## config.mk

```make
export PLATFORM = sky130hd
export DESIGN_NAME = srcs_reg_ram
export DESIGN_NICKNAME = d
export VERILOG_FILES = /design/src/rtl/serial_register_coil_slave_top_macros.svh /design/src/rtl/srcs_pkg.sv /design/src/rtl/srcs_reg_ram.sv
export SDC_FILE = /design/constraint.sdc
export NUM_CORES = 1
export LEC_CHECK = 0
export ABC_CLOCK_PERIOD_IN_PS = 4500
export BUFFER_PORTS_ARGS = -buffer_cell sky130_fd_sc_hd__clkbuf_2
export CAP_MARGIN = 10
export CORE_MARGIN = 2
export CORE_UTILIZATION = 40
export CTS_BUF_LIST = sky130_fd_sc_hd__clkbuf_2
export CTS_CLUSTER_SIZE = 8
export DETAILED_ROUTE_END_ITERATION = 8
export GPL_TIMING_DRIVEN = 0
export SLEW_MARGIN = 20
export SYNTH_ARGS = -nofsm -noshare
export SYNTH_HDL_FRONTEND = slang
export SYNTH_SLANG_ARGS = --single-unit
```

## constraint.sdc

```tcl
create_clock -name clk_i -period 4.5 [get_ports clk_i]
set_input_delay 0.9 -clock clk_i [delete_from_list [all_inputs] [get_ports clk_i]]
set_output_delay 0.9 -clock clk_i [all_outputs]
set_load 0.1 [all_outputs]
```

## src/rtl/serial_register_coil_slave_top_macros.svh

```systemverilog
// assertion macros for the serial register and coil slave
`ifndef SERIAL_REGISTER_COIL_SLAVE_TOP_MACROS_SVH
`define SERIAL_REGISTER_COIL_SLAVE_TOP_MACROS_SVH
`ifndef SYNTHESIS
`define SRCS_ASSERT(lbl, prop, msg) \
  lbl: assert property (@(posedge clk_i) disable iff (!rst_ni) prop) else $error(msg);
`define SRCS_ASSERT_RST(lbl, prop, msg) \
  lbl: assert property (@(posedge clk_i) prop) else $error(msg);
`else
`define SRCS_ASSERT(lbl, prop, msg)
`define SRCS_ASSERT_RST(lbl, prop, msg)
`endif
`endif

```

## src/rtl/srcs_pkg.sv

```systemverilog
`timescale 1ns / 1ps
`default_nettype none
package srcs_pkg;

  localparam int NumRegsDef  = 96;
  localparam int NumCoilsDef = 96;

  localparam logic [15:0] TimeoutRst   = 16'd60000;
  localparam logic [7:0]  CheckSeedRst = 8'h55;
  localparam logic [2:0]  FrameBody    = 3'd6;

  // item opcodes
  localparam logic [2:0] OP_RX      = 3'd0;
  localparam logic [2:0] OP_TICK    = 3'd1;
  localparam logic [2:0] OP_TX      = 3'd2;
  localparam logic [2:0] OP_REG_WR  = 3'd3;
  localparam logic [2:0] OP_COIL_WR = 3'd4;
  localparam logic [2:0] OP_RD      = 3'd5;

  // frame function codes
  localparam logic [15:0] FN_READ    = 16'd1;
  localparam logic [15:0] FN_WR_COIL = 16'd5;
  localparam logic [15:0] FN_WR_REG  = 16'd6;

  // frame status
  localparam logic [1:0] ST_NONE      = 2'd0;
  localparam logic [1:0] ST_OK        = 2'd1;
  localparam logic [1:0] ST_BAD_CHECK = 2'd2;
  localparam logic [1:0] ST_RANGE     = 2'd3;

  // configuration register indexes
  localparam logic [1:0] CFG_TIMEOUT = 2'd0;
  localparam logic [1:0] CFG_SEED    = 2'd1;

  typedef struct packed {
    logic [2:0]  op;
    logic [7:0]  rx_byte;
    logic [7:0]  local_index;
    logic [15:0] local_value;
  } item_t;

  typedef struct packed {
    logic        tx_valid;
    logic [7:0]  tx_byte;
    logic        tx_last;
    logic        link_active;
    logic [1:0]  frame_status;
    logic [15:0] read_register;
    logic        read_coil;
  } result_t;

  // memory strobes from the front end
  typedef struct packed {
    logic reg_wr;
    logic reg_rd;
    logic coil_wr;
    logic coil_rd;
    logic coil_wbit;
  } mem_req_t;

  // what the second stage needs to finish an item
  typedef struct packed {
    logic       tx_valid;
    logic       tx_reg;
    logic       tx_lo;
    logic       tx_coil;
    logic       tx_last;
    logic       tx_first;
    logic       rd_reg;
    logic       rd_coil;
    logic [2:0] coil_bit;
    logic       link_active;
    logic [1:0] status;
  } stage_t;

endpackage
`default_nettype wire

```

## src/rtl/srcs_reg_ram.sv

```systemverilog
`timescale 1ns / 1ps
`default_nettype none
module srcs_reg_ram import srcs_pkg::*; #(
  parameter int NUM_REGS = NumRegsDef,
  parameter int RA_W     = 7
) (
  input  wire logic            clk_i,
  input  wire logic            rst_ni,
  input  wire logic            wr_i,
  input  wire logic [RA_W-1:0] waddr_i,
  input  wire logic [15:0]     wdata_i,
  input  wire logic            rd_i,
  input  wire logic [RA_W-1:0] raddr_i,
  output logic [15:0]          rdata_o
);

  logic [15:0]         mem [NUM_REGS];
  logic [15:0]         rdata_q;
  logic [NUM_REGS-1:0] vld_q;
  logic                rvld_q;

  always_ff @(posedge clk_i) begin
    if (wr_i) begin
      mem[waddr_i] <= wdata_i;
    end
    if (rd_i) begin
      rdata_q <= mem[raddr_i];
    end
  end

  // unwritten entries read as zero
  always_ff @(posedge clk_i or negedge rst_ni) begin
    if (!rst_ni) begin
      vld_q  <= '0;
      rvld_q <= 1'b0;
    end else begin
      if (wr_i) begin
        vld_q[waddr_i] <= 1'b1;
      end
      if (rd_i) begin
        rvld_q <= vld_q[raddr_i];
      end
    end
  end

  assign rdata_o = rvld_q ? rdata_q : 16'd0;

endmodule
`default_nettype wire

```

==> impl_metrics.toml <==
[floorplanning]
die_area_um2 = 161000
coreArea_um2 = 156000
die_h_um = 401
initial_utilization = 0.403
io_pins = 50
die_x_um = 401
num_rows = 145

[cells_and_area]
area_growth_pct = 13.1
nFillCells = 13100
multiInputGateArea_um2 = 13800
final_cells = 5581
final_cell_mix = "edfxtp_1 (1,552), clkbuf_2 (607), mux4_2 (503), clkinv_1 (113)"
layout.nets = 3248
regArea_um2 = 49000
final_common_cell = "edfxtp_1"
layout-drive-gt1-share = 0.420

[global_route]
overflow = 0
grt_pass1_vias = 32500
track_usage = 0.199
grt_max_degree = 98
antenna_found_initial = 6
grt_first_pass_wirelength_um = 228000

[worst_setup_path]
path_buf_inv = 2
path_class = "flop to output port"
worstPathRequired_ns = 3.60
worst_path_largest_cell_delay_ns = 0.55
r2r_cells = 4
path_delay_family = "buffers and inverters"
critPathLaunchType = "flop"
cp.depth = 3
critical-path-slowest-cell = "dfrtp_1"
path_cells = "clkbuf_1, and2_1, clkbuf_2"
crit_path_end_kind = "output port"
arrival_ns = 3.26
crit_fanout = 10

[sta]
worst_pin_slew_ns = 1.20
slew_headroom = 0.200
hold_viol = 0
final.setup.tns_ns = 0
rsz0062_at_grt = "no"
setup_viol = 0
hold_ws_ns = 0.256
clock.fmax_ghz = 0.240
fin_crit_sh = 0.925
maxSlewViolCount = 0
finalWorstPathRequiredPeriod_ns = 4.16
clock_skew_ns = 0.166

[synthesis]
ys_seq_area_frac = 0.778
post_synth_num_cell_types = 34
ys_ff_latch = 1649
yosysWarningCount = 0
syn-instance-count = 2644
syn_area_um2 = 63100
avgSynthCellArea_um2 = 23.9
syn-num-nets = 2678

[clock_tree]
clockRootBuffer = "clkbuf_2"
clk_pin_slew_worst_paths_ns = 0.12
clockBufferDepth = 4
cts_resized = 0
cts_tree = "done"
cts-buffers-inserted = 410
clkSinkCount = 1649
htree_num_levels = 5
hold_buffers = 39
cts_setup_buffers = 0
clock_latency_ns = 1.77

[routing]
drtIter0Drc = 3008
drt_wl_total_um = 159000
vias = 30800
post-route-drc-count = 0
via_per_inst = 5.52
avgRoutedWirePerCell_um = 28.5
dr.pass1.iters = 7
postRouteAntennaNets = 0

[outcome]
outcome = "finished, final reports clean"

[placement]
io_buffers = 44
place_inst = 4821
gp_congestion = 0.967
hpwl_um = 107000

[power]
ir_drop_mv = 0.162
p_per_area_nw_per_um2 = 396
p_leak_nw = 23.4

[job]
maxCapViolations = 0

[worst_hold_path]
hp-class = "input pin to flop"
hold_depth = 5
==> final cells by class <==
class / count / area share
sequential: 1649 / 0.688
multi-input combinational: 859 / 0.194
clock buffer: 575 / 0.0404
tap: 2058 / 0.0361
timing repair buffer: 158 / 0.0247
buffer: 131 / 0.00874
clock inverter: 137 / 0.00797
antenna: 9 / 0.000316
inverter: 5 / 0.000263
==> kinds of logic (layout without fill, tap and decap cells) <==
logic type      count (synthesis)  in the layout  share of synthesized area
mux                           527            527                      0.183
flops                        1649           1649                      0.778
buf+inv                       136           1006                     0.0101
other cells                     0              9                          0
simple gates                  275            275                     0.0222
compound gates                 57             57                    0.00679
==> synthesized netlist by cell type <==
cell / n / area share
or3_1: 1 / 0.000099
buf_6: 6 / 0.0011
nand2_1: 15 / 0.00089
a2111oi_0: 1 / 0.00014
nand4_1: 3 / 0.00030
a31oi_1: 2 / 0.00020
a221oi_1: 1 / 0.00014
and2_1: 17 / 0.0017
nand3b_1: 4 / 0.00048
buf_1: 12 / 0.00071
mux4_2: 503 / 0.18
or2_2: 97 / 0.0096
nor2_1: 109 / 0.0065
dfrtp_1: 97 / 0.038
a22oi_1: 31 / 0.0037
buf_2: 42 / 0.0033
or3b_2: 1 / 0.00014
o21ai_0: 1 / 0.000079
inv_1: 4 / 0.00024
nand3_1: 13 / 0.0010
o41ai_1: 1 / 0.00014
buf_4: 7 / 0.00083
clkbuf_1: 64 / 0.0038
nor4b_1: 1 / 0.00014
mux2i_1: 24 / 0.0038
nor3_1: 4 / 0.00032
a211oi_1: 1 / 0.00012
inv_2: 1 / 0.000059
o211ai_1: 17 / 0.0020
nor2b_1: 8 / 0.00079
edfxtp_1: 1552 / 0.74
nand2b_1: 2 / 0.00020
a41oi_1: 1 / 0.00014
o21bai_1: 1 / 0.00012
==> flip-flops by register name (all words and copies together), names as in the netlist <==
name     count
vld_q       96
rdata_q     16
rvld_q       1
mem       1536
==> through the flow <==
stage	utilization	setup WS [ns]	instance area, µm²	power [mW]
after global routing	0.456	0.111	71300	29.4
after global placement	0.421	-0.535	65900	19.2
final	0.456	0.339	71300	28.2
after detailed placement	0.431	-0.540	67400	19.3
after floorplan	-	1.48	63100	18.4
after CTS	0.456	0.187	71300	28.5
==> worst reg2reg max path: stages, from the launching register on <==
cell and delay, ns:
edfxtp_1 0.37, mux4_2 0.49, mux4_2 0.54, a22oi_1 0.69
o211ai_1 0.38
==> power by group <==
group | leakage (nW) | switching [mW] | internal (mW)
Clock | 2.67 | 5.80 | 3.49
Combinational | 5.45 | 1.19 | 0.751
Sequential | 15.2 | 0.0812 | 16.9
==> layer usage <==
layer / vias up / track usage / share of wire
met4: 6 / 0.0689 / 0.027
met5: - / 0 / 0.00021
li1: 12700 / - / -
met1: 16400 / 0.260 / 0.39
met2: 1449 / 0.321 / 0.49
met3: 247 / 0.0558 / 0.089
==> final timing paths <==
kind,from,endpoint,slack (ns)
max reg2reg,mem[79][5],rdata_q[5],1.65
min reg2reg,vld_q[63],vld_q[63],0.47
max,rvld_q,rdata_o[13],0.34
min,raddr_i[3],rdata_q[15],0.26
max in group asynchronous,rst_ni,vld_q[18],3.56
min in group asynchronous,rst_ni,rvld_q,0.45
(Power assumes the default switching activity.)
