[config.mk]
export PLATFORM = sky130hd
export DESIGN_NAME = srcs_coil_ram
export DESIGN_NICKNAME = d
export VERILOG_FILES = /design/src/rtl/serial_register_coil_slave_top_macros.svh /design/src/rtl/srcs_pkg.sv /design/src/rtl/srcs_coil_ram.sv
export SDC_FILE = /design/constraint.sdc
export NUM_CORES = 1
export LEC_CHECK = 0
export BUFFER_PORTS_ARGS = -buffer_cell sky130_fd_sc_hd__clkbuf_2
export CELL_PAD_IN_SITES_DETAIL_PLACEMENT = 1
export CELL_PAD_IN_SITES_GLOBAL_PLACEMENT = 1
export CORE_ASPECT_RATIO = 1.4
export CORE_MARGIN = 2
export CORE_UTILIZATION = 35
export DETAILED_ROUTE_END_ITERATION = 6
export PLACE_DENSITY_LB_ADDON = 0.1
export SYNTH_ARGS = -nofsm -noshare
export SYNTH_HDL_FRONTEND = slang
export SYNTH_SLANG_ARGS = --single-unit
[constraint.sdc]
create_clock -name clk_i -period 2.5 [get_ports clk_i]
set_input_delay 0.5 -clock clk_i [delete_from_list [all_inputs] [get_ports clk_i]]
set_output_delay 0.5 -clock clk_i [all_outputs]
set_load 0.01 [all_outputs]
[src/rtl/serial_register_coil_slave_top_macros.svh]
// assertion macros for the serial register and coil slave
`ifndef SERIAL_REGISTER_COIL_SLAVE_TOP_MACROS_SVH
`define SERIAL_REGISTER_COIL_SLAVE_TOP_MACROS_SVH
`ifndef SYNTHESIS
`define SRCS_ASSERT(lbl, prop, msg) \
  lbl: assert property (@(posedge clk_i) disable iff (!rst_ni) prop) else $error(msg);
`define SRCS_ASSERT_RST(lbl, prop, msg) \
  lbl: assert property (@(posedge clk_i) prop) else $error(msg);
`else
`define SRCS_ASSERT(lbl, prop, msg)
`define SRCS_ASSERT_RST(lbl, prop, msg)
`endif
`endif

[src/rtl/srcs_pkg.sv]
`timescale 1ns / 1ps
`default_nettype none
package srcs_pkg;

  localparam int NumRegsDef  = 96;
  localparam int NumCoilsDef = 96;

  localparam logic [15:0] TimeoutRst   = 16'd60000;
  localparam logic [7:0]  CheckSeedRst = 8'h55;
  localparam logic [2:0]  FrameBody    = 3'd6;

  // item opcodes
  localparam logic [2:0] OP_RX      = 3'd0;
  localparam logic [2:0] OP_TICK    = 3'd1;
  localparam logic [2:0] OP_TX      = 3'd2;
  localparam logic [2:0] OP_REG_WR  = 3'd3;
  localparam logic [2:0] OP_COIL_WR = 3'd4;
  localparam logic [2:0] OP_RD      = 3'd5;

  // frame function codes
  localparam logic [15:0] FN_READ    = 16'd1;
  localparam logic [15:0] FN_WR_COIL = 16'd5;
  localparam logic [15:0] FN_WR_REG  = 16'd6;

  // frame status
  localparam logic [1:0] ST_NONE      = 2'd0;
  localparam logic [1:0] ST_OK        = 2'd1;
  localparam logic [1:0] ST_BAD_CHECK = 2'd2;
  localparam logic [1:0] ST_RANGE     = 2'd3;

  // configuration register indexes
  localparam logic [1:0] CFG_TIMEOUT = 2'd0;
  localparam logic [1:0] CFG_SEED    = 2'd1;

  typedef struct packed {
    logic [2:0]  op;
    logic [7:0]  rx_byte;
    logic [7:0]  local_index;
    logic [15:0] local_value;
  } item_t;

  typedef struct packed {
    logic        tx_valid;
    logic [7:0]  tx_byte;
    logic        tx_last;
    logic        link_active;
    logic [1:0]  frame_status;
    logic [15:0] read_register;
    logic        read_coil;
  } result_t;

  // memory strobes from the front end
  typedef struct packed {
    logic reg_wr;
    logic reg_rd;
    logic coil_wr;
    logic coil_rd;
    logic coil_wbit;
  } mem_req_t;

  // what the second stage needs to finish an item
  typedef struct packed {
    logic       tx_valid;
    logic       tx_reg;
    logic       tx_lo;
    logic       tx_coil;
    logic       tx_last;
    logic       tx_first;
    logic       rd_reg;
    logic       rd_coil;
    logic [2:0] coil_bit;
    logic       link_active;
    logic [1:0] status;
  } stage_t;

endpackage
`default_nettype wire

[src/rtl/srcs_coil_ram.sv]
`timescale 1ns / 1ps
`default_nettype none
module srcs_coil_ram import srcs_pkg::*; #(
  parameter int NUM_COILS  = NumCoilsDef,
  parameter int COIL_BYTES = (NUM_COILS + 7) / 8,
  parameter int CI_W       = 7,
  parameter int CR_W       = 4
) (
  input  wire logic            clk_i,
  input  wire logic            rst_ni,
  input  wire logic            wr_i,
  input  wire logic [CI_W-1:0] waddr_i,
  input  wire logic            wbit_i,
  input  wire logic            rd_i,
  input  wire logic [CR_W-1:0] raddr_i,
  output logic [7:0]           rdata_o
);

  localparam int CoilPad = COIL_BYTES * 8;

  logic [7:0]         mem [COIL_BYTES];
  logic [7:0]         rdata_q;
  logic [7:0]         rmask_q;
  logic [CoilPad-1:0] vld_q;
  logic [CR_W-1:0]    wrow;

  assign wrow = CR_W'(waddr_i >> 3);

  // one row of eight coils, bit write enable
  always_ff @(posedge clk_i) begin
    if (wr_i) begin
      mem[wrow][waddr_i[2:0]] <= wbit_i;
    end
    if (rd_i) begin
      rdata_q <= mem[raddr_i];
    end
  end

  always_ff @(posedge clk_i or negedge rst_ni) begin
    if (!rst_ni) begin
      vld_q   <= '0;
      rmask_q <= '0;
    end else begin
      if (wr_i) begin
        vld_q[waddr_i] <= 1'b1;
      end
      if (rd_i) begin
        rmask_q <= vld_q[raddr_i*8 +: 8];
      end
    end
  end

  assign rdata_o = rdata_q & rmask_q;

endmodule
`default_nettype wire

==> results.sh <==
export IMPL_clock_sinks=208
export IMPL_synth_area_leaders="edfxtp_1 (36%), dfrtp_1 (30%), mux4_2 (10%)"
export IMPL_cp_arrival_ps=1170
export IMPL_powerDensity_nw_per_um2=799
export IMPL_place_ws_ps=337
export IMPL_cts_root_buf="clkbuf_16"
export IMPL_finalCritPeriodShare=0.668
export IMPL_core_area_um2=24100
export IMPL_cpMaxStageDelayCell="dfrtp_1"
export IMPL_synth_seq_cells=208
export IMPL_io_buffers=23
export IMPL_rows=67
export IMPL_place_gp_congestion=0.736
export IMPL_drive_above_1_share=0.278
export IMPL_placed_area_um2=9200
export IMPL_yosysWarnings=0
export IMPL_hold_viol_final=0
export IMPL_grt_ovfl_total=0
export IMPL_antenna_cells=0
export IMPL_critPathKind="flip-flop to output pin"
export IMPL_cts_buffers=23
export IMPL_synth_edff_count=104
export IMPL_ys_seq_area_frac=0.667
export IMPL_critPathMaxStageDelay_ps=390
export IMPL_dp_cells=920
export IMPL_grt_pass1_wl_mm=35.7
export IMPL_final_max_slew_viol_count=0
export IMPL_endpoint_kind="output pin"
export IMPL_fin_crit_ps=1670
export IMPL_wl_per_cell_um=23.4
export IMPL_layout_cells_non_filler=961
export IMPL_io_pins=24
export IMPL_die_h_um=189
export IMPL_ff2ff_path_depth=3
export IMPL_antenna_found_initial=0
export IMPL_drc=0
export IMPL_drtAntennaViolNets=0
export IMPL_fin_skew_ps=8.04
export IMPL_synth_common_cells="nor2_1 (106), dfrtp_1 (104), edfxtp_1 (104)"
export IMPL_r2r_start="vld_q[92]$_DFFE_PN0P_"
export IMPL_cp_max_fo=2
export IMPL_r2r_setup_slack_ps=1010
export IMPL_cts_repair_resized=0
export IMPL_vias=4913
export IMPL_fmax_mhz=599
export IMPL_cts_tree="yes"
export IMPL_path_buf_inv=1
export IMPL_dr_pass1_iters=4
export IMPL_synth_area_um2=8580
export IMPL_timing_final_ws_setup_ps=829
export IMPL_synth_top_area_frac=0.364
export IMPL_first_global_vias=5694
export IMPL_syn_to_final_growth_pct=15.6
export IMPL_die_w_um=136
export IMPL_grt_setup_unrepaired="no"
export IMPL_syn_area_per_cell_um2=14.4
export IMPL_tns_ps=0
export IMPL_fin_area_um2=9920
export IMPL_grt_max_degree=97
export IMPL_clock_path_buffers=3
export IMPL_ys_flop_type="edfxtp_1"
export IMPL_path_depth=2
export IMPL_num_nets_final=651
export IMPL_syn_nets=612
export IMPL_routed_wl_mm=22.5
export IMPL_path_clk_slew_ps=60
export IMPL_postCtsHoldBufs=0
export IMPL_total_power_mw=7.93
export IMPL_first_iter_violations=202
export IMPL_synth_top_area_cell="edfxtp_1"
export IMPL_path_delay_family="flip-flops"
export IMPL_yosysUniqueCellTypes=30
export IMPL_setup_violations_final=0
export IMPL_synth_most_common_cell="nor2_1"
export IMPL_rr_endpoint="rmask_q[4]$_DFFE_PN0P_"
export IMPL_clk_latency_ps=500
export IMPL_worstMarginPinSlew_ps=588
export IMPL_netlist_instances=596
export IMPL_dieArea_um2=25800
export IMPL_synthArstFlopShare=0.500
export IMPL_relSlewSlack=0.608
export IMPL_vias_per_cell=5.11
export IMPL_htree_levels=1
export IMPL_cp_start_kind="flip-flop"
export IMPL_place_hpwl_mm=14.5
export IMPL_status="finished, final reports clean"
export IMPL_path_cells="and2_1 -> clkbuf_2"
export IMPL_initial_core_util=0.357
export IMPL_min_path_type="input pin to asynchronous set/reset pin"
export IMPL_post_cts_buffers=0
export IMPL_p_leak_nw=3.98
export IMPL_max_vdd_ir_drop_uv=426
export IMPL_grt_use_total=0.186
export IMPL_cp_data_required_time_ps=2000
export IMPL_cap_violations=0
[worst max-delay path by stage]
stage	startpoint	endpoint	slack, ps
floorplan	raddr_i[1]	rdata_q[0]$_DFFE_PP_	470
global placement	raddr_i[1]	rmask_q[4]$_DFFE_PN0P_	270
detailed placement	raddr_i[1]	rmask_q[4]$_DFFE_PN0P_	340
CTS	rmask_q[6]$_DFFE_PN0P_	rdata_o[6]	800
global route	raddr_i[1]	rmask_q[4]$_DFFE_PN0P_	770
finish	rmask_q[3]$_DFFE_PN0P_	rdata_o[3]	830
[per-layer routing]
layer	part of all wire	global-route usage	vias up
met5	0	0	-
met4	0.020	0.0465	0
met3	0.031	0.0233	32
met2	0.51	0.321	76
met1	0.44	0.248	2592
li1	-	-	2213
[through the flow]
stage	hold WS, ps	utilization
6_report	1.79	0.412
5_1_grt	36.5	0.412
4_1_cts	9.83	0.412
3_5_place_dp	448	0.382
3_3_place_gp	441	0.382
2_1_floorplan	204	-
[flip-flops by register name (all words and copies together), names as in the netlist]
signal and flops:
rdata_q 8, vld_q 96, mem 96, rmask_q 8
[layout by cell type (no fill, tap or decap), types with 2 or more instances in the layout]
master       n
nor2_1     106
edfxtp_1   104
dfrtp_1    104
or2_1       46
or2_2       42
mux4_2      40
buf_4       27
clkbuf_16   23
clkbuf_2    22
nand2_1     17
mux2_2      15
nor2b_1     10
clkbuf_1     9
a22oi_1      8
and2_1       8
o21bai_1     8
a21oi_1      8
o21ai_0      8
nand4bb_1    7
o221ai_1     7
nand4b_1     5
or4b_1       5
clkinv_2     4
buf_12       4
nand2b_1     2
bufinv_16    2
clkbuf_8     2
[area by class of cell]
type	count	area, µm²
clock buffers	34	637
clock inverters	7	83.8
fillers	2406	14100
flip-flops and latches	208	5730
well taps	310	388
repair buffers	53	393
multi-input cells	349	2690
[worst reg2reg max path, cell delays in order, from the launching register on]
cell     delay [ps]
dfrtp_1         370
mux4_2          470
a21oi_1         290
o21ai_0         200
[power breakdown]
| part | total (mW) | switching (mW) | internal (mW) |
|---|---|---|---|
| Combinational | 0.673 | 0.339 | 0.333 |
| Clock | 3.30 | 1.34 | 1.96 |
| Sequential | 3.95 | 0.114 | 3.84 |
[logic make-up (layout without fill, tap and decap cells)]
logic type | count (synthesis) | count (layout) | synth area share
buffers and inverters | 39 | 94 | 0.0190
and+or+nand+nor | 253 | 253 | 0.157
muxes | 56 | 56 | 0.126
DFF | 208 | 208 | 0.667
AOI/OAI and AO/OA | 40 | 40 | 0.0314
(Power assumes the default switching activity.)
