===== config.mk =====
export PLATFORM = sky130hd
export DESIGN_NAME = srcs_ctl_flat
export DESIGN_NICKNAME = d
export VERILOG_FILES = /design/src/rtl/srcs_pkg.sv /design/src/rtl/srcs_if.sv /design/src/rtl/srcs_ctl.sv /design/src/flat_wrapper.sv
export VERILOG_INCLUDE_DIRS = /design/src /design/src/rtl
export SDC_FILE = /design/constraint.sdc
export NUM_CORES = 1
export LEC_CHECK = 0
export ABC_AREA = 1
export BUFFER_PORTS_ARGS = -buffer_cell sky130_fd_sc_hd__buf_4
export CAP_MARGIN = 5
export CORE_MARGIN = 5
export CORE_UTILIZATION = 50
export CTS_CLUSTER_SIZE = 12
export DETAILED_ROUTE_END_ITERATION = 8
export GPL_TIMING_DRIVEN = 0
export PLACE_DENSITY = 0.77
export SKIP_CTS_REPAIR_TIMING = 1
export SLEW_MARGIN = 20
export SYNTH_ARGS = -nofsm -noshare
export SYNTH_HDL_FRONTEND = slang
export SYNTH_SLANG_ARGS = --single-unit

===== constraint.sdc =====
create_clock -name clk_i -period 2.9 [get_ports clk_i]
set_input_delay 0.435 -clock clk_i [delete_from_list [all_inputs] [get_ports clk_i]]
set_output_delay 0.435 -clock clk_i [all_outputs]
set_load 0.01 [all_outputs]

===== src/rtl/serial_register_coil_slave_top_macros.svh =====
// assertion macros for the serial register and coil slave
`ifndef SERIAL_REGISTER_COIL_SLAVE_TOP_MACROS_SVH
`define SERIAL_REGISTER_COIL_SLAVE_TOP_MACROS_SVH
`ifndef SYNTHESIS
`define SRCS_ASSERT(lbl, prop, msg) \
  lbl: assert property (@(posedge clk_i) disable iff (!rst_ni) prop) else $error(msg);
`define SRCS_ASSERT_RST(lbl, prop, msg) \
  lbl: assert property (@(posedge clk_i) prop) else $error(msg);
`else
`define SRCS_ASSERT(lbl, prop, msg)
`define SRCS_ASSERT_RST(lbl, prop, msg)
`endif
`endif


===== src/rtl/srcs_pkg.sv =====
`timescale 1ns / 1ps
`default_nettype none
package srcs_pkg;

  localparam int NumRegsDef  = 96;
  localparam int NumCoilsDef = 96;

  localparam logic [15:0] TimeoutRst   = 16'd60000;
  localparam logic [7:0]  CheckSeedRst = 8'h55;
  localparam logic [2:0]  FrameBody    = 3'd6;

  // item opcodes
  localparam logic [2:0] OP_RX      = 3'd0;
  localparam logic [2:0] OP_TICK    = 3'd1;
  localparam logic [2:0] OP_TX      = 3'd2;
  localparam logic [2:0] OP_REG_WR  = 3'd3;
  localparam logic [2:0] OP_COIL_WR = 3'd4;
  localparam logic [2:0] OP_RD      = 3'd5;

  // frame function codes
  localparam logic [15:0] FN_READ    = 16'd1;
  localparam logic [15:0] FN_WR_COIL = 16'd5;
  localparam logic [15:0] FN_WR_REG  = 16'd6;

  // frame status
  localparam logic [1:0] ST_NONE      = 2'd0;
  localparam logic [1:0] ST_OK        = 2'd1;
  localparam logic [1:0] ST_BAD_CHECK = 2'd2;
  localparam logic [1:0] ST_RANGE     = 2'd3;

  // configuration register indexes
  localparam logic [1:0] CFG_TIMEOUT = 2'd0;
  localparam logic [1:0] CFG_SEED    = 2'd1;

  typedef struct packed {
    logic [2:0]  op;
    logic [7:0]  rx_byte;
    logic [7:0]  local_index;
    logic [15:0] local_value;
  } item_t;

  typedef struct packed {
    logic        tx_valid;
    logic [7:0]  tx_byte;
    logic        tx_last;
    logic        link_active;
    logic [1:0]  frame_status;
    logic [15:0] read_register;
    logic        read_coil;
  } result_t;

  // memory strobes from the front end
  typedef struct packed {
    logic reg_wr;
    logic reg_rd;
    logic coil_wr;
    logic coil_rd;
    logic coil_wbit;
  } mem_req_t;

  // what the second stage needs to finish an item
  typedef struct packed {
    logic       tx_valid;
    logic       tx_reg;
    logic       tx_lo;
    logic       tx_coil;
    logic       tx_last;
    logic       tx_first;
    logic       rd_reg;
    logic       rd_coil;
    logic [2:0] coil_bit;
    logic       link_active;
    logic [1:0] status;
  } stage_t;

endpackage
`default_nettype wire


===== src/rtl/srcs_if.sv =====
`timescale 1ns / 1ps
`default_nettype none


interface srcs_cfg_if;
  logic        valid;
  logic        ready;
  logic [1:0]  index;
  logic [15:0] data;
  modport source (output valid, output index, output data, input ready);
  modport sink (input valid, input index, input data, output ready);
endinterface
`default_nettype wire


===== src/rtl/srcs_ctl.sv =====
`timescale 1ns / 1ps
`default_nettype none
`include "serial_register_coil_slave_top_macros.svh"
module srcs_ctl import srcs_pkg::*; #(
  parameter int NUM_REGS   = NumRegsDef,
  parameter int NUM_COILS  = NumCoilsDef,
  parameter int RA_W       = 7,
  parameter int CI_W       = 7,
  parameter int CR_W       = 4,
  parameter int CHECK_POS  = 204,
  parameter int RI_W       = 8
) (
  input  wire logic            clk_i,
  input  wire logic            rst_ni,
  srcs_cfg_if.sink             cfg_i,
  input  wire logic            accept_i,
  input  wire item_t           item_i,
  output mem_req_t             req_o,
  output logic [RA_W-1:0]      reg_waddr_o,
  output logic [15:0]          reg_wdata_o,
  output logic [RA_W-1:0]      reg_raddr_o,
  output logic [CI_W-1:0]      coil_waddr_o,
  output logic [CR_W-1:0]      coil_raddr_o,
  output stage_t               stage_o,
  output logic [7:0]           seed_o
);

  localparam logic [RI_W-1:0] TxRegEnd = RI_W'(2 * NUM_REGS);
  localparam logic [RI_W-1:0] TxChkPos = RI_W'(CHECK_POS);

  logic [15:0]     timeout_q;
  logic [7:0]      seed_q;
  logic [2:0]      pos_q, pos_d;
  logic [7:0]      rxchk_q, rxchk_d;
  logic [7:0]      fbuf_q [6];
  logic            active_q, active_d;
  logic [15:0]     idle_q, idle_d;
  logic            pend_q, pend_d;
  logic [RI_W-1:0] ridx_q, ridx_d;
  stage_t          stage_q, stage_d;
  logic [15:0]     code, addr, data, idle_inc;

  assign cfg_i.ready = 1'b1;
  assign seed_o      = seed_q;
  assign stage_o     = stage_q;

  assign code     = {fbuf_q[0], fbuf_q[1]};
  assign addr     = {fbuf_q[2], fbuf_q[3]};
  assign data     = {fbuf_q[4], fbuf_q[5]};
  assign idle_inc = (idle_q == 16'hffff) ? idle_q : idle_q + 16'd1;

  always_ff @(posedge clk_i or negedge rst_ni) begin
    if (!rst_ni) begin
      timeout_q <= TimeoutRst;
      seed_q    <= CheckSeedRst;
    end else if (cfg_i.valid) begin
      if (cfg_i.index == CFG_TIMEOUT) begin
        timeout_q <= cfg_i.data;
      end else if (cfg_i.index == CFG_SEED) begin
        seed_q <= cfg_i.data[7:0];
      end
    end
  end

  always_comb begin
    pos_d        = pos_q;
    rxchk_d      = rxchk_q;
    active_d     = active_q;
    idle_d       = idle_q;
    pend_d       = pend_q;
    ridx_d       = ridx_q;
    stage_d      = '0;
    req_o        = '0;
    reg_waddr_o  = '0;
    reg_wdata_o  = '0;
    reg_raddr_o  = '0;
    coil_waddr_o = '0;
    coil_raddr_o = '0;
    if (accept_i) begin
      unique case (item_i.op)
        OP_RX: begin
          if (pos_q < FrameBody) begin
            rxchk_d = ((pos_q == 3'd0) ? seed_q : rxchk_q) ^ item_i.rx_byte;
            pos_d   = pos_q + 3'd1;
          end else begin
            pos_d   = 3'd0;
            rxchk_d = seed_q;
            if (item_i.rx_byte != rxchk_q) begin
              stage_d.status = ST_BAD_CHECK;
            end else begin
              stage_d.status = ST_OK;
              active_d       = 1'b1;
              idle_d         = 16'd0;
              unique case (code)
                FN_READ: begin
                  pend_d = 1'b1;
                  ridx_d = '0;
                end
                FN_WR_COIL: begin
                  if (addr < 16'(NUM_COILS)) begin
                    req_o.coil_wr   = 1'b1;
                    req_o.coil_wbit = (data != 16'd0);
                    coil_waddr_o    = CI_W'(addr);
                  end else begin
                    stage_d.status = ST_RANGE;
                  end
                end
                FN_WR_REG: begin
                  if (addr < 16'(NUM_REGS)) begin
                    req_o.reg_wr = 1'b1;
                    reg_waddr_o  = RA_W'(addr);
                    reg_wdata_o  = data;
                  end else begin
                    stage_d.status = ST_RANGE;
                  end
                end
                default: ;
              endcase
            end
          end
        end
        OP_TICK: begin
          idle_d = idle_inc;
          if (idle_inc > timeout_q) begin
            active_d = 1'b0;
          end
        end
        OP_TX: begin
          if (pend_q) begin
            stage_d.tx_valid = 1'b1;
            stage_d.tx_first = (ridx_q == '0);
            if (ridx_q < TxRegEnd) begin
              req_o.reg_rd     = 1'b1;
              reg_raddr_o      = RA_W'(ridx_q >> 1);
              stage_d.tx_reg   = 1'b1;
              stage_d.tx_lo    = ridx_q[0];
              ridx_d           = ridx_q + RI_W'(1);
            end else if (ridx_q < TxChkPos) begin
              req_o.coil_rd    = 1'b1;
              coil_raddr_o     = CR_W'(ridx_q - TxRegEnd);
              stage_d.tx_coil  = 1'b1;
              ridx_d           = ridx_q + RI_W'(1);
            end else begin
              stage_d.tx_last  = 1'b1;
              pend_d           = 1'b0;
              ridx_d           = '0;
            end
          end
        end
        OP_REG_WR: begin
          if (item_i.local_index < 8'(NUM_REGS)) begin
            req_o.reg_wr = 1'b1;
            reg_waddr_o  = RA_W'(item_i.local_index);
            reg_wdata_o  = item_i.local_value;
          end
        end
        OP_COIL_WR: begin
          if (item_i.local_index < 8'(NUM_COILS)) begin
            req_o.coil_wr   = 1'b1;
            req_o.coil_wbit = (item_i.local_value != 16'd0);
            coil_waddr_o    = CI_W'(item_i.local_index);
          end
        end
        OP_RD: begin
          if (item_i.local_index < 8'(NUM_REGS)) begin
            req_o.reg_rd   = 1'b1;
            reg_raddr_o    = RA_W'(item_i.local_index);
            stage_d.rd_reg = 1'b1;
          end
          if (item_i.local_index < 8'(NUM_COILS)) begin
            req_o.coil_rd    = 1'b1;
            coil_raddr_o     = CR_W'(item_i.local_index >> 3);
            stage_d.rd_coil  = 1'b1;
            stage_d.coil_bit = item_i.local_index[2:0];
          end
        end
        default: ;
      endcase
    end
    stage_d.link_active = active_d;
  end

  always_ff @(posedge clk_i) begin
    if (accept_i && item_i.op == OP_RX && pos_q < FrameBody) begin
      fbuf_q[pos_q] <= item_i.rx_byte;
    end
  end

  always_ff @(posedge clk_i or negedge rst_ni) begin
    if (!rst_ni) begin
      pos_q    <= 3'd0;
      rxchk_q  <= CheckSeedRst;
      active_q <= 1'b0;
      idle_q   <= 16'd0;
      pend_q   <= 1'b0;
      ridx_q   <= '0;
      stage_q  <= '0;
    end else begin
      pos_q    <= pos_d;
      rxchk_q  <= rxchk_d;
      active_q <= active_d;
      idle_q   <= idle_d;
      pend_q   <= pend_d;
      ridx_q   <= ridx_d;
      if (accept_i) begin
        stage_q <= stage_d;
      end
    end
  end

  `SRCS_ASSERT(a_idx_idle, !pend_q |-> (ridx_q == '0), "response index moved while idle")
  `SRCS_ASSERT(a_idx_bound, pend_q |-> (ridx_q <= TxChkPos), "response index past check byte")
  `SRCS_ASSERT_RST(a_pos_bound, pos_q <= FrameBody, "frame position past frame body")
  `SRCS_ASSERT(a_timeout,
               (accept_i && item_i.op == OP_TICK && idle_q > timeout_q) |=> !active_q,
               "link still active after timeout")

endmodule
`default_nettype wire

===== src/flat_wrapper.sv =====
// flat-port wrapper written by rule: the top's interface ports become plain ports
module srcs_ctl_flat import srcs_pkg::*;
#(
  parameter int NUM_REGS   = NumRegsDef,
  parameter int NUM_COILS  = NumCoilsDef,
  parameter int RA_W       = 7,
  parameter int CI_W       = 7,
  parameter int CR_W       = 4,
  parameter int CHECK_POS  = 204,
  parameter int RI_W       = 8
)
  (clk_i, rst_ni, accept_i, item_i, req_o, reg_waddr_o, reg_wdata_o, reg_raddr_o, coil_waddr_o, coil_raddr_o, stage_o, seed_o, cfg_i_valid, cfg_i_index, cfg_i_data, cfg_i_ready);
  srcs_cfg_if cfg_i_i ();
  input  wire logic clk_i;
  input  wire logic rst_ni;
  input  wire logic accept_i;
  input  wire item_t item_i;
  output mem_req_t req_o;
  output logic [RA_W-1:0] reg_waddr_o;
  output logic [15:0] reg_wdata_o;
  output logic [RA_W-1:0] reg_raddr_o;
  output logic [CI_W-1:0] coil_waddr_o;
  output logic [CR_W-1:0] coil_raddr_o;
  output stage_t stage_o;
  output logic [7:0] seed_o;
  input wire logic [$bits(cfg_i_i.valid)-1:0] cfg_i_valid;
  input wire logic [$bits(cfg_i_i.index)-1:0] cfg_i_index;
  input wire logic [$bits(cfg_i_i.data)-1:0] cfg_i_data;
  output wire logic [$bits(cfg_i_i.ready)-1:0] cfg_i_ready;
  assign cfg_i_i.valid = cfg_i_valid;
  assign cfg_i_i.index = cfg_i_index;
  assign cfg_i_i.data = cfg_i_data;
  assign cfg_i_ready = cfg_i_i.ready;
  srcs_ctl #(.NUM_REGS(NUM_REGS), .NUM_COILS(NUM_COILS), .RA_W(RA_W), .CI_W(CI_W), .CR_W(CR_W), .CHECK_POS(CHECK_POS), .RI_W(RI_W)) u_core (.clk_i(clk_i), .rst_ni(rst_ni), .cfg_i(cfg_i_i), .accept_i(accept_i), .item_i(item_i), .req_o(req_o), .reg_waddr_o(reg_waddr_o), .reg_wdata_o(reg_wdata_o), .reg_raddr_o(reg_raddr_o), .coil_waddr_o(coil_waddr_o), .coil_raddr_o(coil_raddr_o), .stage_o(stage_o), .seed_o(seed_o));
endmodule

==> results of run 1 <==
==> how the worst min path moves through the flow <==
stage / start / to / slack [ns] / depth (start not counted)
6_report: rst_ni / u_core.timeout_q[12] / 0.16 / 1
3_3_place_gp: u_core.stage_o[0] / u_core.stage_o[0] / 0.47 / 2
3_5_place_dp: u_core.stage_o[4] / u_core.stage_o[4] / 0.47 / 2
2_1_floorplan: rst_ni / u_core.active_q / 0.14 / 0
4_1_cts: rst_ni / u_core.timeout_q[12] / 0.19 / 1
5_1_grt: rst_ni / u_core.timeout_q[12] / 0.23 / 1
==> power groups by stage <==
| stage | sequential, uW | clock, uW | combinational [uW] |
|---|---|---|---|
| final | 2150 | 2170 | 1130 |
| after floorplan | 2150 | 0 | 776 |
| after detailed placement | 2170 | 0 | 1120 |
| after global routing | 2180 | 2280 | 1290 |
| after global placement | 2170 | 0 | 1070 |
| after CTS | 2150 | 2200 | 1130 |
==> kinds of logic (layout without fill, tap and decap cells) <==
group,Yosys count,after routing,synth area share
buf+inv,135,291,0.08006
fa+ha+maj,21,21,0.03616
flops,122,122,0.4558
compound gates,122,122,0.09039
xor+xnor,24,24,0.02893
simple gates,504,504,0.3082
other cells,1,1,0.0005160
==> worst max-delay path, delay by kind of cell (launching register included) <==
kind	cells	cell delay (ns)
compound gates	1	0.22
buf+inv	3	0.39
flops	1	0.55
simple gates	6	0.68
==> placed cells by master (no fill, tap or decap), drive strengths merged <==
cell / count
nand3b: 3
inv: 100
xor2: 14
o41ai: 1
a21o: 1
a22oi: 11
dfrtp: 59
nor4: 7
nand4: 45
nor3b: 1
dfstp: 15
nor2: 123
clkinv: 5
nor3: 11
o21ai: 45
ha: 21
a21oi: 61
bufinv: 3
a31oi: 2
nand3: 43
clkinvlp: 3
nand2: 268
clkbuf: 28
o21bai: 1
buf: 152
edfxtp: 48
or2: 3
xnor2: 10
conb: 1
==> area by class of cell <==
class                           count  area share
Clock inverter                     13     0.01819
Sequential cell                   122      0.3650
Inverter                           98     0.04080
Multi-Input combinational cell    672      0.3760
Tap cell                          184     0.02536
Buffer                             37     0.02329
Clock buffer                       19     0.04879
Timing Repair Buffer              124      0.1025
==> per-layer routing <==
layer	wire (um)	track usage	vias up	part of all wire
li1	-	-	3337	-
met1	8364	0.3009	3085	0.43
met2	9013	0.3747	251	0.47
met3	1601	0.05366	33	0.083
met4	355	0.07743	0	0.018
met5	0	0	-	0
==> state kept, by name (all words and copies together) (netlist names) <==
name / cells
u_core.idle_q: 16
u_core.rxchk_q: 8
u_core.timeout_q: 16
u_core.ridx_q: 8
u_core.pos_q: 3
u_core.fbuf_q: 48
u_core.stage_o: 13
u_core.active_q: 1
u_core.seed_o: 8
u_core.pend_q: 1
==> stage by stage <==
step / utilization / worst slack [ns] / total power (uW) / hold WS [ns]
2_1_floorplan: - / 0.6030 / 2928 / 0.1394
3_3_place_gp: 0.5866 / 0.01119 / 3244 / 0.4675
3_5_place_dp: 0.5874 / 0.2425 / 3290 / 0.4734
4_1_cts: 0.6297 / 0.06382 / 5474 / 0.1930
5_1_grt: 0.6317 / 0.01015 / 5750 / 0.2336
6_report: 0.6317 / 0.1935 / 5452 / 0.1628
==> impl_metrics.ini, run 1 <==
[yosys]
synthesis.nets = 1007
yosysSeqAreaShare = 0.4558
synthFlopType = dfrtp_1
syn_inst = 929
yosysTopAreaCell = dfrtp_1
synth-seq-cells = 122
async_reset_ff_frac = 0.6066
yosys-top-cells-area = dfrtp_1, edfxtp_1, nand2_1
synth_edf_count = 48
yosys_warnings = 0
ys_top_cells_by_count = nand2_1, nor2_1, inv_1, a21oi_1, dfrtp_1
yosysMostFrequentCell = nand2_1
syn_area_per_cell_um2 = 7.822
syn-cell-area_mm2 = 0.007267
yosysUniqueCellTypes = 42
synth_top_area_frac = 0.2032

[global_route]
grt_pass1_wl_um = 30380
overflow = 0
grt_max_degree = 75
antenna_found_initial = 0
grtUsageTotal = 0.2289
grt_pass1_vias = 6283

[layout]
layout.area.seq_mm2 = 0.003313
drive_gt1_frac = 0.2175
n_antenna_cell = 0
multi_input_area_mm2 = 0.003413
final_cell_area_mm2 = 0.009077
final_nets = 1150
fillers = 1239
area_growth_pct = 24.91
layout.cells.non_filler = 1269

[clocking]
h-tree-depth = 4
numClockSinks = 122
root_buffer = clkbuf_16
cts-buffers-inserted = 17
cts_tree = built
path_clk_slew_ns = 0.05
clk_latency_ns = 0.42
clock_path_buffers = 2

[power]
clockPowerShare = 0.398
switching_power_uw = 1626
p_leak_uw = 0.004197
seq_power_share = 0.395
swShare = 0.2982
ir_drop_uv = 399.3
powerDensity_mw_per_mm2 = 600.7
combPwrFrac = 0.207
intPower_uw = 3827

[worst_hold_path]
worstHoldPathType = in2async

[routing]
totalWireLength_um = 19330
final_antenna_net_count = 0
wl_per_cell_um = 15.24
firstDrtPassIters = 6
avgViaCountPerCell = 5.284
drt_iter0_drc = 495
drc = 0
vias = 6706

[critical_path]
crit_arrival_ns = 2.27
r2r-end = u_core.stage_o[2]
cp-startpoint = u_core.rxchk_q[6]
r2r_setup_slack_ns = 0.27
endpoint = reg_wdata_o[14]
r2r_start = u_core.idle_q[1]
path_cells = inv_2, nand2_1, nand2_1, nor2_1, nand3_1, nor2_4, buf_6, nand4_1, a21oi_1, buf_4
critPathKind = reg2out
worst_setup_path_end_kind = output port
required_ns = 2.47
crit_slowest_cell = dfstp_2
startpoint_type = flop
crit_path_frequent_cell = nand2_1
r2r_cells = 19
max_stage_delay_ns = 0.55
cp_max_fo = 10

[timing]
drv_slew = 0
max_freq_mhz = 369.5
finalHoldViolCount = 0
finalClockSkew_ns = 0.005760
setup_violations = 0
slew-limit-headroom = 0.3487
tns_ns = 0
grt_setup_unrepaired = false
finalCritPeriodShare = 0.9333
final.min_clock_period_ns = 2.707
tightest_slew_ns = 0.9695

[placed_design]
placed_cells = 1237
port_buffers = 124
place_congestion = 0.9377
placed_area_mm2 = 0.008441
post-dp-hpwl_um = 14130

[floorplanning]
die_w_um = 130.6
initial_core_util = 0.5057
design.core.area_mm2 = 0.01437
die_h_um = 130.6
die-area_mm2 = 0.01704
boundaryPins = 126
rows = 44

[run]
maxCapViolations = 0

[run_status]
outcome = finished, final reports clean
Note: power is estimated with default switching activity, not from simulation.
==> run 2: changes to the inputs <==
--- a/config.mk
+++ b/config.mk
@@ -10,11 +10,11 @@
 export BUFFER_PORTS_ARGS = -buffer_cell sky130_fd_sc_hd__buf_4
 export CAP_MARGIN = 5
 export CORE_MARGIN = 5
-export CORE_UTILIZATION = 50
+export CORE_UTILIZATION = 57
 export CTS_CLUSTER_SIZE = 12
 export DETAILED_ROUTE_END_ITERATION = 8
 export GPL_TIMING_DRIVEN = 0
-export PLACE_DENSITY = 0.77
+export PLACE_DENSITY = 0.86
 export SKIP_CTS_REPAIR_TIMING = 1
 export SLEW_MARGIN = 20
 export SYNTH_ARGS = -nofsm -noshare
==> run 2 against run 1 <==
Against the previous run:
- critical path depth rose by 9
- clock skew rose by 0.0061 ns
- sequential cell count did not move
- die area fell by 11%
- clock power fell by 7%
- fmax fell by 1.2%
- sequential power barely moved
- largest cell class unchanged
- design area fell by 0.80%
- via count rose by 1.4%
==> impl_metrics.ini, run 2 (same netlist as run 1, synthesis figures left out) <==
[timing]
max_freq_mhz = 365.2
finalClockSkew_ns = 0.01185
final.min_clock_period_ns = 2.739
tightest_slew_ns = 0.9815
grt_setup_unrepaired = false
setup_violations = 0
fin_hold_ws_ns = 0.1333
finalCritPeriodShare = 0.9443
finalHoldViolCount = 0
drv_slew = 0
slew-limit-headroom = 0.3407
tns_ns = 0

[critical_path]
crit_slowest_cell = dfrtp_2
max_stage_delay_ns = 0.41
cp_max_fo = 10
startpoint_type = flop
r2r-end = u_core.stage_o[2]
r2r_cells = 19
critPathBufInv = 2
required_ns = 3.23
worst_setup_path_end_kind = flop
r2r_start = u_core.idle_q[0]
r2r_setup_slack_ns = 0.16
crit_path_frequent_cell = nand2_1
path_cells = ha_2, nand3_1, nor2_2, nand3_2, buf_4, o21ai_2, inv_1, ha_1, nand2_1, nand2_1, nand2_1, nand2_1, nand2_1, nand2_1, nand2_1, nand2_1, nand2_1, nand2_1, a21oi_1
cp_top_family = simple AND/OR/NAND/NOR gates
critPathKind = reg2reg
crit_arrival_ns = 3.07

[routing]
wl_per_cell_um = 15.26
drc = 0
final_antenna_net_count = 0
vias = 6801
drt_iter0_drc = 590
avgViaCountPerCell = 5.411
firstDrtPassIters = 5
totalWireLength_um = 19180

[layout]
final_cell_mix = nand2_1, buf_4, nor2_1
largest_reg_flops = 48
layout.cells.non_filler = 1257
fin_util = 0.7165
final_common_cell = nand2_1
n_antenna_cell = 0
drive_gt1_frac = 0.2129
top_regs = u_core.fbuf_q (48), u_core.idle_q (16), u_core.timeout_q (16)
area_growth_pct = 23.92
regMostFlops = u_core.fbuf_q
final_nets = 1150

[placed_design]
placed_cells = 1225
post-dp-hpwl_um = 14020
port_buffers = 124
place_congestion = 0.9016

[clocking]
path_clk_slew_ns = 0.06
clock_path_buffers = 2
clk_latency_ns = 0.42
h-tree-depth = 4
root_buffer = clkbuf_16
numClockSinks = 122
cts-buffers-inserted = 17
cts_tree = built

[global_route]
antenna_found_initial = 0
overflow = 0
grt_max_degree = 75
grt_pass1_vias = 6412
grt_pass1_wl_um = 30480
grtUsageTotal = 0.2574

[floorplanning]
design.core.area_mm2 = 0.01257
rows = 41
boundaryPins = 126
die-area_mm2 = 0.01511
initial_core_util = 0.5782
die_h_um = 122.9
die_w_um = 122.9

[power]
powerDensity_mw_per_mm2 = 591.9
ir_drop_uv = 396.9
p_leak_uw = 0.004169
finalPower_uw = 5330

[run]
maxCapViolations = 0

[run_status]
outcome = finished, final reports clean

[worst_hold_path]
worstHoldPathType = in2async
## run 2: worst reg2reg max path, stage by stage, from the launching register on
cell and delay, ns:
dfrtp_2 0.41, ha_2 0.23, nand3_1 0.14, nor2_2 0.20, nand3_2 0.14, buf_4 0.22
o21ai_2 0.21, inv_1 0.08, ha_1 0.30, nand2_1 0.08, nand2_1 0.05, nand2_1 0.05
nand2_1 0.04, nand2_1 0.06, nand2_1 0.05, nand2_1 0.05, nand2_1 0.04, nand2_1 0.10
nand2_1 0.08, a21oi_1 0.12
## run 2: final cells by class
| type | count | area [um2] |
|---|---|---|
| multi-input cells | 672 | 3401 |
| inverters | 98 | 370.4 |
| plain buffers | 37 | 211.5 |
| well taps | 172 | 215.2 |
| fillers | 973 | 3563 |
| clock buffers | 21 | 440.4 |
| repair buffers | 124 | 930.9 |
| flip-flops and latches | 122 | 3314 |
| clock inverters | 11 | 121.4 |
## run 2: how the worst max path moves through the flow
stage                     start                   to  slack, ns  depth (start not counted)
2_1_floorplan        item_i[32]  u_core.fbuf_q[3][0]       0.60                          6
3_3_place_gp         item_i[32]  u_core.fbuf_q[3][1]       0.04                          7
3_5_place_dp   u_core.idle_q[0]    u_core.stage_o[2]       0.15                         19
4_1_cts        u_core.idle_q[1]    u_core.stage_o[2]       0.05                         19
5_1_grt        u_core.idle_q[1]    u_core.stage_o[2]      0.009                         19
6_report       u_core.idle_q[0]    u_core.stage_o[2]       0.16                         19
## run 2: power by group
| group | leakage (uW) | switching [uW] | internal (uW) | total, uW |
|---|---|---|---|---|
| Sequential | 0.00135 | 149 | 2010 | 2160 |
| Clock | 0.000263 | 749 | 1260 | 2010 |
| Combinational | 0.00255 | 716 | 446 | 1160 |
## run 2: metrics by stage
step | instance area, um2 | setup WS, ns
after floorplan | 7267 | 0.6030
after global placement | 8413 | 0.04118
after detailed placement | 8426 | 0.1542
after CTS | 8987 | 0.04973
after global routing | 9005 | 0.009168
final | 9005 | 0.1615
## run 2: metal layers
layer | share of wire | global-route usage | wire length, um | vias to the layer above
li1 | - | - | - | 3337
met4 | 0.023 | 0.09447 | 446 | 0
met2 | 0.47 | 0.4281 | 9076 | 325
met1 | 0.41 | 0.3366 | 7947 | 3099
met3 | 0.089 | 0.04941 | 1711 | 40
met5 | 0 | 0 | 0 | -
==> run 3: changes to the inputs <==
--- a/config.mk
+++ b/config.mk
@@ -14,7 +14,7 @@
 export CTS_CLUSTER_SIZE = 12
 export DETAILED_ROUTE_END_ITERATION = 8
 export GPL_TIMING_DRIVEN = 0
-export PLACE_DENSITY = 0.86
+export PLACE_DENSITY = 0.83
 export SKIP_CTS_REPAIR_TIMING = 1
 export SLEW_MARGIN = 20
 export SYNTH_ARGS = -nofsm -noshare
==> run 3 against run 2 <==
Against the previous run:
- setup slack improved by 0.044 ns
- count of clock-buffer cells in the layout increased by 2
- design area decreased by 0.15%
- fmax increased by 1.6%
- wire length decreased by 4.5%
- clock skew decreased by 0.0047 ns
- via count decreased by 2.1%
- combinational power about the same
- final cell count about the same
- die area unchanged
==> impl_metrics.ini, run 3 (same netlist as run 1, synthesis figures left out) <==
[layout]
regMostFlops = u_core.fbuf_q
final_cell_mix = nand2_1, buf_4, nor2_1
largest_reg_flops = 48
fin_util = 0.7154
final_nets = 1151
final_cell_area_mm2 = 0.008991
fillers = 989
n_antenna_cell = 0
top_regs = u_core.fbuf_q (48), u_core.idle_q (16), u_core.timeout_q (16)
drive_gt1_frac = 0.2109
final_common_cell = nand2_1
area_growth_pct = 23.73

[timing]
grt_setup_unrepaired = false
slew-limit-headroom = 0.2676
max_freq_mhz = 371.1
layout_setup_ws_ns = 0.2055
finalHoldViolCount = 0
fin_hold_ws_ns = 0.1343
tightest_slew_ns = 1.090
drv_slew = 0
finalClockSkew_ns = 0.007185
setup_violations = 0
tns_ns = 0
final.min_clock_period_ns = 2.694
finalCritPeriodShare = 0.9291

[routing]
drc = 0
vias = 6661
wl_per_cell_um = 14.57
totalWireLength_um = 18320
final_antenna_net_count = 0
firstDrtPassIters = 5
drt_iter0_drc = 587
avgViaCountPerCell = 5.295

[critical_path]
crit_arrival_ns = 3.04
cp_max_fo = 10
critPathKind = reg2reg
cp_top_family = simple AND/OR/NAND/NOR gates
worst_setup_path_end_kind = flop
path_cells = ha_2, nand3_1, nor2_1, nand3_1, buf_4, o21ai_2, inv_1, ha_1, nand2_1, nand2_1, nand2_1, nand2_1, nand2_1, nand2_1, nand2_1, nand2_1, nand2_1, nand2_1, a21oi_1
critPathBufInv = 2
r2r_start = u_core.idle_q[0]
r2r_setup_slack_ns = 0.21
endpoint = u_core.stage_o[2]
crit_path_frequent_cell = nand2_1
r2r-end = u_core.stage_o[2]
r2r_cells = 19
required_ns = 3.25
max_stage_delay_ns = 0.43
path_depth = 19
startpoint_type = flop
cp-startpoint = u_core.idle_q[0]
crit_slowest_cell = dfrtp_1

[clocking]
cts-buffers-inserted = 17
h-tree-depth = 4
path_clk_slew_ns = 0.06
root_buffer = clkbuf_16
numClockSinks = 122
clock_path_buffers = 2
clk_latency_ns = 0.42
cts_tree = built

[placed_design]
place_congestion = 0.9149
pre_cts_slack_ns = 0.1986
placed_area_mm2 = 0.008431
port_buffers = 124
post-dp-hpwl_um = 13570

[run]
maxCapViolations = 0

[power]
powerDensity_mw_per_mm2 = 585.6
ir_drop_uv = 436.4
p_leak_uw = 0.004177

[global_route]
grt_max_degree = 75
grt_pass1_wl_um = 29590
antenna_found_initial = 0
overflow = 0
busiest_layer = met2
grt_pass1_vias = 6277
grt_use_met2 = 0.4154
met3_usage = 0.05581
grt_util_met1 = 0.3233
grtUsageTotal = 0.2485

[floorplanning]
boundaryPins = 126
rows = 41
die_w_um = 122.9
initial_core_util = 0.5782
design.core.area_mm2 = 0.01257
die-area_mm2 = 0.01511
die_h_um = 122.9

[worst_hold_path]
worstHoldPathType = in2async

[run_status]
outcome = finished, final reports clean
[run 3: worst register-to-register path: cells and delay by family, from the launching register on]
kind | cells | cell delay (ns)
simple gates | 13 | 1.08
fa+ha+maj | 2 | 0.55
flops | 1 | 0.43
buf+inv | 2 | 0.29
compound gates | 2 | 0.27
[run 3: final cells by class]
class / instances / area, um2 / area share
Multi-Input combinational cell: 672 / 3398 / 0.3780
Sequential cell: 122 / 3313 / 0.3685
Timing Repair Buffer: 125 / 935.9 / 0.1041
Clock buffer: 23 / 447.9 / 0.04982
Inverter: 98 / 370.4 / 0.04119
Tap cell: 172 / 215.2 / 0.02394
Buffer: 37 / 211.5 / 0.02352
Clock inverter: 9 / 98.84 / 0.01099
[run 3: stage by stage]
stage          cells  power (uW)
2_1_floorplan    929        2928
3_3_place_gp    1225        3229
3_5_place_dp    1226        3293
4_1_cts         1258        5261
5_1_grt         1258        5528
6_report        1258        5265
[run 3: layer usage]
| layer | share of wire | wire [um] |
|---|---|---|
| met5 | 0 | 0 |
| met4 | 0.015 | 279 |
| met3 | 0.083 | 1518 |
| met2 | 0.47 | 8650 |
| met1 | 0.43 | 7876 |
[run 3: how the worst min path moves through the flow]
stage	cells past startpoint	endpoint	startpoint
CTS	1	u_core.stage_o[3]	rst_ni
detailed placement	2	u_core.stage_o[8]	u_core.stage_o[8]
floorplan	0	u_core.active_q	rst_ni
global placement	2	u_core.stage_o[3]	u_core.stage_o[3]
global route	1	u_core.stage_o[10]	rst_ni
finish	1	u_core.stage_o[10]	rst_ni
[run 3: power by group]
part	leakage (uW)	total (uW)	switching [uW]	internal, uW
Clock	0.000262	1970	718	1250
Combinational	0.00256	1140	694	446
Sequential	0.00136	2150	147	2010
Total	0.00418	5270	1560	3710
